===== config.mk =====
export PLATFORM = sky130hd
export DESIGN_NAME = history_ring_store_top
export DESIGN_NICKNAME = d
export VERILOG_FILES = /design/src/hw/rtl/hrs_pkg.sv /design/src/hw/rtl/history_ring_store_top.sv /design/src/hw/rtl/hrs_front.sv /design/src/hw/rtl/hrs_queue.sv /design/src/hw/rtl/hrs_back.sv
export SDC_FILE = /design/constraint.sdc
export NUM_CORES = 2
export LEC_CHECK = 0
export ABC_AREA = 1
export BUFFER_PORTS_ARGS = -buffer_cell sky130_fd_sc_hd__buf_2
export CELL_PAD_IN_SITES_DETAIL_PLACEMENT = 0
export CELL_PAD_IN_SITES_GLOBAL_PLACEMENT = 2
export CORE_ASPECT_RATIO = 0.9
export CORE_MARGIN = 10
export CORE_UTILIZATION = 42
export DETAILED_ROUTE_END_ITERATION = 10
export HOLD_SLACK_MARGIN = 0.03
export PLACE_DENSITY = 0.84
export SLEW_MARGIN = 20
export SYNTH_ARGS = -nofsm -noshare
export SYNTH_HDL_FRONTEND = slang
export SYNTH_HIERARCHICAL = 1
export SYNTH_SLANG_ARGS = --single-unit

===== constraint.sdc =====
create_clock -name clk -period 7 [get_ports clk]
set_input_delay 1.05 -clock clk [delete_from_list [all_inputs] [get_ports clk]]
set_output_delay 1.05 -clock clk [all_outputs]
set_load 0.005 [all_outputs]

===== src/hw/rtl/hrs_pkg.sv =====
`timescale 1ns / 1ps
`default_nettype none
package hrs_pkg;

  localparam int RING_DEPTH   = 32;
  localparam int RECORD_WIDTH = 64;
  localparam int PTR_W        = $clog2(RING_DEPTH);
  localparam int REQ_W        = 2;
  localparam int PORT_REC_W   = 64;
  localparam int Q_DEPTH      = 2;
  localparam int Q_PTR_W      = $clog2(Q_DEPTH);
  localparam int Q_CNT_W      = $clog2(Q_DEPTH + 1);

  typedef logic [PTR_W-1:0]        ptr_t;
  typedef logic [RECORD_WIDTH-1:0] rec_t;

  typedef enum logic [REQ_W-1:0] {
    REQ_WRITE     = 2'd0,
    REQ_READ_NEXT = 2'd1,
    REQ_READ_LAST = 2'd2,
    REQ_ERASE     = 2'd3
  } req_t;

  // work for the back end
  typedef enum logic [1:0] {
    OP_WRITE = 2'd0,
    OP_READ  = 2'd1,
    OP_ZERO  = 2'd2,
    OP_EMPTY = 2'd3
  } op_t;

  typedef struct packed {
    op_t  op;
    ptr_t addr;
    rec_t data;
  } cmd_t;

  localparam ptr_t PTR_LAST = ptr_t'(RING_DEPTH - 1);

  function automatic ptr_t ring_next(input ptr_t p);
    ptr_t r;
    if (p == PTR_LAST) r = '0;
    else               r = p + ptr_t'(1);
    return r;
  endfunction

endpackage
`default_nettype wire


===== src/hw/rtl/history_ring_store_top.sv =====
`timescale 1ns / 1ps
`default_nettype none
// Channel   Direction  Handshake                Payload
// request   in         start, busy              in_req_type, in_record_in
// result    out        out_valid (one cycle)    out_status, out_record_out
//
// One request is taken per cycle while busy is low; its result passes through
// the command queue and then the registered read port of the record store.
// Reset is synchronous, active low; it clears the pointers and the queue,
// not the record store, so no clearing pass is needed.
// The result side cannot stall: busy rises only if the command queue fills,
// which does not happen while the back end drains one command per cycle.
module history_ring_store_top
  import hrs_pkg::*;
(
  input  wire logic                  clk,
  input  wire logic                  rst_n,
  input  wire logic                  start,
  output logic                       busy,
  input  wire logic [REQ_W-1:0]      in_req_type,
  input  wire logic [PORT_REC_W-1:0] in_record_in,
  output logic                       out_valid,
  output logic                       out_status,
  output logic [PORT_REC_W-1:0]      out_record_out
);

  logic accept;
  logic q_full;
  logic fr_push;
  cmd_t fr_cmd;
  logic bk_valid;
  cmd_t bk_cmd;

  // take a request only when the queue has room
  assign busy   = q_full;
  assign accept = start && !q_full;

  // front: pointer bookkeeping and classification of each request
  hrs_front u_front (
    .clk       (clk),
    .rst_n     (rst_n),
    .accept    (accept),
    .req_type  (in_req_type),
    .record_in (in_record_in),
    .push      (fr_push),
    .cmd       (fr_cmd)
  );

  // hold classified commands between front and back
  hrs_queue u_queue (
    .clk       (clk),
    .rst_n     (rst_n),
    .push      (fr_push),
    .push_cmd  (fr_cmd),
    .full      (q_full),
    .pop_valid (bk_valid),
    .pop_cmd   (bk_cmd)
  );

  // back: record store access and result formatting
  hrs_back u_back (
    .clk        (clk),
    .rst_n      (rst_n),
    .cmd_valid  (bk_valid),
    .cmd        (bk_cmd),
    .res_valid  (out_valid),
    .res_status (out_status),
    .res_record (out_record_out)
  );

endmodule
`default_nettype wire


===== src/hw/rtl/hrs_front.sv =====
`timescale 1ns / 1ps
`default_nettype none
module hrs_front
  import hrs_pkg::*;
(
  input  wire logic                  clk,
  input  wire logic                  rst_n,
  input  wire logic                  accept,
  input  wire logic [REQ_W-1:0]      req_type,
  input  wire logic [PORT_REC_W-1:0] record_in,
  output logic                       push,
  output cmd_t                       cmd
);

  ptr_t head_r, head_nxt;
  ptr_t tail_r, tail_nxt;
  ptr_t cursor_r, cursor_nxt;
  ptr_t last_r, last_nxt;

  always_ff @(posedge clk) begin
    if (!rst_n) begin
      head_r   <= '0;
      tail_r   <= '0;
      cursor_r <= '0;
      last_r   <= '0;
    end else begin
      head_r   <= head_nxt;
      tail_r   <= tail_nxt;
      cursor_r <= cursor_nxt;
      last_r   <= last_nxt;
    end
  end

  always_comb begin
    head_nxt   = head_r;
    tail_nxt   = tail_r;
    cursor_nxt = cursor_r;
    last_nxt   = last_r;
    push       = accept;
    cmd.op     = OP_ZERO;
    cmd.addr   = head_r;
    cmd.data   = record_in[RECORD_WIDTH-1:0];
    if (accept) begin
      unique case (req_t'(req_type))
        REQ_WRITE: begin
          // full ring: drop the oldest entry
          if (tail_r == ring_next(head_r)) begin
            tail_nxt   = ring_next(tail_r);
            cursor_nxt = ring_next(tail_r);
          end
          last_nxt = head_r;
          head_nxt = ring_next(head_r);
          cmd.op   = OP_WRITE;
          cmd.addr = head_r;
        end
        REQ_ERASE: begin
          head_nxt   = '0;
          tail_nxt   = '0;
          cursor_nxt = '0;
          last_nxt   = '0;
          cmd.op     = OP_ZERO;
        end
        REQ_READ_NEXT, REQ_READ_LAST: begin
          if (cursor_r == head_r) begin
            cursor_nxt = tail_r;
            cmd.op     = OP_EMPTY;
          end else if (req_t'(req_type) == REQ_READ_LAST) begin
            cmd.op   = OP_READ;
            cmd.addr = last_r;
          end else begin
            cmd.op     = OP_READ;
            cmd.addr   = cursor_r;
            cursor_nxt = ring_next(cursor_r);
          end
        end
        default: cmd.op = OP_ZERO;
      endcase
    end
  end

endmodule
`default_nettype wire


===== src/hw/rtl/hrs_queue.sv =====
`timescale 1ns / 1ps
`default_nettype none
module hrs_queue
  import hrs_pkg::*;
(
  input  wire logic clk,
  input  wire logic rst_n,
  input  wire logic push,
  input  wire cmd_t push_cmd,
  output logic      full,
  output logic      pop_valid,
  output cmd_t      pop_cmd
);

  cmd_t               slot_r [Q_DEPTH];
  logic [Q_PTR_W-1:0] wr_ptr_r, rd_ptr_r;
  logic [Q_CNT_W-1:0] count_r, count_nxt;
  logic               do_push, do_pop;

  assign full      = (count_r == Q_CNT_W'(Q_DEPTH));
  assign pop_valid = (count_r != '0);
  assign pop_cmd   = slot_r[rd_ptr_r];
  assign do_push   = push && !full;
  // the back end takes an entry every cycle that one is waiting
  assign do_pop    = pop_valid;

  always_comb begin
    count_nxt = count_r;
    if (do_push && !do_pop)      count_nxt = count_r + Q_CNT_W'(1);
    else if (!do_push && do_pop) count_nxt = count_r - Q_CNT_W'(1);
  end

  always_ff @(posedge clk) begin
    if (!rst_n) begin
      wr_ptr_r <= '0;
      rd_ptr_r <= '0;
      count_r  <= '0;
    end else begin
      count_r <= count_nxt;
      if (do_push) wr_ptr_r <= (wr_ptr_r == Q_PTR_W'(Q_DEPTH - 1)) ? '0 : wr_ptr_r + 1'b1;
      if (do_pop)  rd_ptr_r <= (rd_ptr_r == Q_PTR_W'(Q_DEPTH - 1)) ? '0 : rd_ptr_r + 1'b1;
    end
  end

  always_ff @(posedge clk) begin
    if (do_push) slot_r[wr_ptr_r] <= push_cmd;
  end

endmodule
`default_nettype wire


===== src/hw/rtl/hrs_back.sv =====
`timescale 1ns / 1ps
`default_nettype none
module hrs_back
  import hrs_pkg::*;
(
  input  wire logic                   clk,
  input  wire logic                   rst_n,
  input  wire logic                   cmd_valid,
  input  wire cmd_t                   cmd,
  output logic                        res_valid,
  output logic                        res_status,
  output logic [PORT_REC_W-1:0]       res_record
);

  rec_t store [RING_DEPTH];
  rec_t rd_data_r;
  op_t  op_r;
  logic valid_r;

  always_ff @(posedge clk) begin
    if (cmd_valid) begin
      if (cmd.op == OP_WRITE) store[cmd.addr] <= cmd.data;
      rd_data_r <= store[cmd.addr];
    end
  end

  always_ff @(posedge clk) begin
    if (!rst_n) begin
      valid_r <= 1'b0;
      op_r    <= OP_ZERO;
    end else begin
      valid_r <= cmd_valid;
      if (cmd_valid) op_r <= cmd.op;
    end
  end

  always_comb begin
    res_valid  = valid_r;
    res_status = (op_r == OP_EMPTY);
    res_record = '0;
    if (op_r == OP_READ) res_record[RECORD_WIDTH-1:0] = rd_data_r;
  end

endmodule
`default_nettype wire


==> metrics.md <==
| Metric | Value |
|---|---|
| Post-CTS Setup Bufs | 0 |
| Cts hold-fix bufs | 0 |
| CTS max path bufs | 3 |
| Pint | 26.7 mW |
| Pin count of the biggest net entering global routing | 210 |
| Logic pwr share | 27.7% |
| Hpwl dp | 130 mm |
| Max-cap check violation count | 0 |
| Sequential share of the synthesized area | 72.0% |
| # clock sinks | 2282 |
| Worst Path Max Fanout | 187 |
| Clk root buf | clkbuf_16 |
| Status | finished clean |
| Synth area leader | edfxtp_1 |
| Final setup TNS | 0 ns |
| Pwr/cell area | 387 nW/µm² |
| Total number of vias | 60800 |
| Worst path arrival time | 5.52 ns |
| VDD IR max | 0.000316 V |
| Period Utilization, post-route | 69.0% |
| Top cells by area, synth | edfxtp_1 71%, nand2_1 22%, mux2_4 1.1%, nor2_1 1.0%, buf_2 1.0% |
| Relative slew slack | 21.7% |
| #FFs+latches synth | 2282 |
| Site Rows | 165 |
| Critical path, cell by cell | mux2_8 -> buf_12 -> buf_4 -> buf_4 -> nand2_1 -> nand2_1 -> nand2_1 -> nand2_1 -> nand2_1 -> nand2_1 -> nor2_1 -> nand2_1 |
| Synth cell types | 38 |
| Ys flop type | edfxtp_1 |
| Vias in the first global route | 57900 |
| RSZ-0062 raised after global routing | false |
| CTS tree | built |
| Die Area | 245000 µm² |
| CP Capture Type | register |
| Synth top area share | 71.4% |
| I/O Pins | 136 |
| Sw frac | 34.7% |
| Post-synth EDFFs | 2254 |
| # setup viols final | 0 |
| Final #Nets | 8953 |
| Grt total ovfl | 0 |
| Vias per inst | 5.04 |
| Hold Crit Class | input port to register |
| WP data required | 7.70 ns |
| Clock share of power | 29.9% |
| Synthesis Warnings | 6 |
| Tmin final | 4.83 ns |
| CP startpoint kind | register |
| Core outline area | 225000 µm² |
| # port buffers | 135 |
| Register area | 68200 µm² |
| Post-Syn Nets | 8948 |
| Cell with the most instances after synthesis | nand2_1 |
| Post-Syn Instances | 8869 |
| Critical path type | register to register |
| LEAKAGE | 43.4 nW |
| Most frequent CP cell | nand2_1 |
| H-tree Lvls | 4 |
| Slowest cell on the critical path | buf_4 |
| Fraction of layout cells with a size suffix above 1 | 8.08% |
| P_sw | 14.2 mW |
| Mapped Avg Cell Area | 10.7 µm² |
| Routability Congestion | 0.753 |
| Global-route usage over all layers | 21.6% |
| Chip Height | 471 µm |
| Global-route wire length before repair | 394 mm |
| Initial drt markers | 6059 |
| Post-synthesis cell area | 94800 µm² |
| FMAX | 207 MHz |
| Worst Skew | 0.0431 ns |
| Antenna Nets Post-Route | 0 |
| Post-synth ARST share | 0% |
| Drt total wl | 272 mm |
| Average wire per standard cell | 22.5 µm |
| Top cells by count, synth | 5542 x nand2_1, 2254 x edfxtp_1, 260 x nor2_1 |
| DRT Pass-1 Iters | 6 |
| Sequential share of power | 42.4% |
| Num CTS Buffers | 231 |
| DRC | 0 |
| # fillers | 20500 |
| Final Hold Viols | 0 |
| Die width | 521 µm |
| Max-slew violation count | 0 |
| Buffer and inverter count on the worst path | 3 |
| Critical path's top delay family | buffers and inverters |
| Worst Tran Pin Value | 1.17 ns |
| Post-CTS sizing | 0 |
| Clk Latency, worst-skew pair | 0.87 ns |
| Initial antenna violation count | 6 |
| Multi-input logic area | 23900 µm² |
| Register clock-pin slew on the reported worst setup and hold paths | 0.06 ns |
| Initial Util | 42.2% |
| Pwr Total | 41.0 mW |
| Critical path's largest stage delay | 0.87 ns |
| Area Overhead vs Synth | 11.6% |
## flip-flops by register name, summed over array words and instances (netlist names), 2 cells and up, named ones only
name              count
u_back/store       2048
u_queue/slot_r      142
u_back/op_r           2
u_back/rd_data_r     64
u_front/cursor_r      5
u_queue/count_r       2
u_front/tail_r        5
u_front/head_r        5
u_front/last_r        5
## cell type report
type / count / share of cell area (%)
diodes: 2 / 0.00473
multi-input cells: 5988 / 22.6
flip-flops and latches: 2282 / 64.5
well taps: 3006 / 3.56
clock buffers: 276 / 5.67
inverters: 115 / 0.428
clock inverters: 151 / 1.37
repair buffers: 256 / 1.80
## cell families (layout without fill, tap and decap cells)
group / Yosys count / in the layout / synth area share [%]
xor+xnor: 4 / 4 / 0.0449
flops: 2282 / 2282 / 72.0
simple gates: 5864 / 5864 / 23.4
other cells: 0 / 2 / 0
compound gates: 39 / 39 / 0.220
buf+inv: 599 / 798 / 3.08
mux: 71 / 71 / 1.12
fa+ha+maj: 10 / 10 / 0.132
## stage by stage
| step | setup slack, ns | area [µm²] | util (%) | instances | hold slack, ns |
|---|---|---|---|---|---|
| after floorplan | 1.23 | 94800 | - | 8869 | 0.425 |
| after global placement | 2.14 | 98300 | 43.8 | 11600 | 0.423 |
| after detailed placement | 2.17 | 98300 | 43.8 | 11600 | 0.440 |
| after CTS | 2.10 | 106000 | 47.1 | 12100 | 0.312 |
| after global routing | 1.76 | 106000 | 47.1 | 12100 | 0.326 |
| final | 2.17 | 106000 | 47.1 | 12100 | 0.369 |
## metal layers
metal	wire [µm]	GRT usage, %
met4	6770	5.48
met3	17700	3.25
met2	126000	34.9
met1	122000	30.5
met5	0	0
## layout by cell type, fill, tap and decap left out, types with 3 or more instances in the layout
| master | count |
|---|---|
| mux2_4 | 68 |
| nand2_1 | 5541 |
| clkinv_2 | 45 |
| nand2_2 | 4 |
| clkinvlp_4 | 15 |
| inv_1 | 100 |
| dfxtp_1 | 27 |
| nor2_1 | 226 |
| clkbuf_1 | 43 |
| a21oi_1 | 23 |
| buf_4 | 95 |
| nor2_2 | 5 |
| ha_1 | 10 |
| inv_2 | 10 |
| clkinv_1 | 55 |
| edfxtp_1 | 2254 |
| clkbuf_16 | 233 |
| o21ai_0 | 11 |
| nand4_1 | 10 |
| nor2_4 | 37 |
| nand3_1 | 26 |
| inv_6 | 8 |
| bufinv_16 | 23 |
| clkinv_4 | 3 |
| nor3_2 | 7 |
| buf_2 | 135 |
| buf_12 | 25 |
| clkinv_16 | 3 |
## final timing paths
kind / start / end / slack [ns] / cells past startpoint
worst max-delay path: register / u_back/rd_data_r[33]$_DFFE_PP_ / 2.17 / 12
worst min register to register: u_queue/rd_ptr_r$_SDFFE_PN0N_ / register / 0.46 / 1
worst max register to register: register / u_back/rd_data_r[33]$_DFFE_PP_ / 2.17 / 12
worst min-delay path: in_record_in[21] / u_queue/slot_r[0][21]$_DFFE_PP_ / 0.37 / 1
## power by group through the flow
stage	logic [mW]	clock network [mW]	registers (mW)
2_1_floorplan	7.73	0	17.5
3_3_place_gp	11.3	0	17.7
3_5_place_dp	11.4	0	17.7
4_1_cts	11.5	12.4	17.4
5_1_grt	12.7	13.0	17.4
6_report	11.3	12.2	17.4
Note: power is estimated with default switching activity, not from simulation.
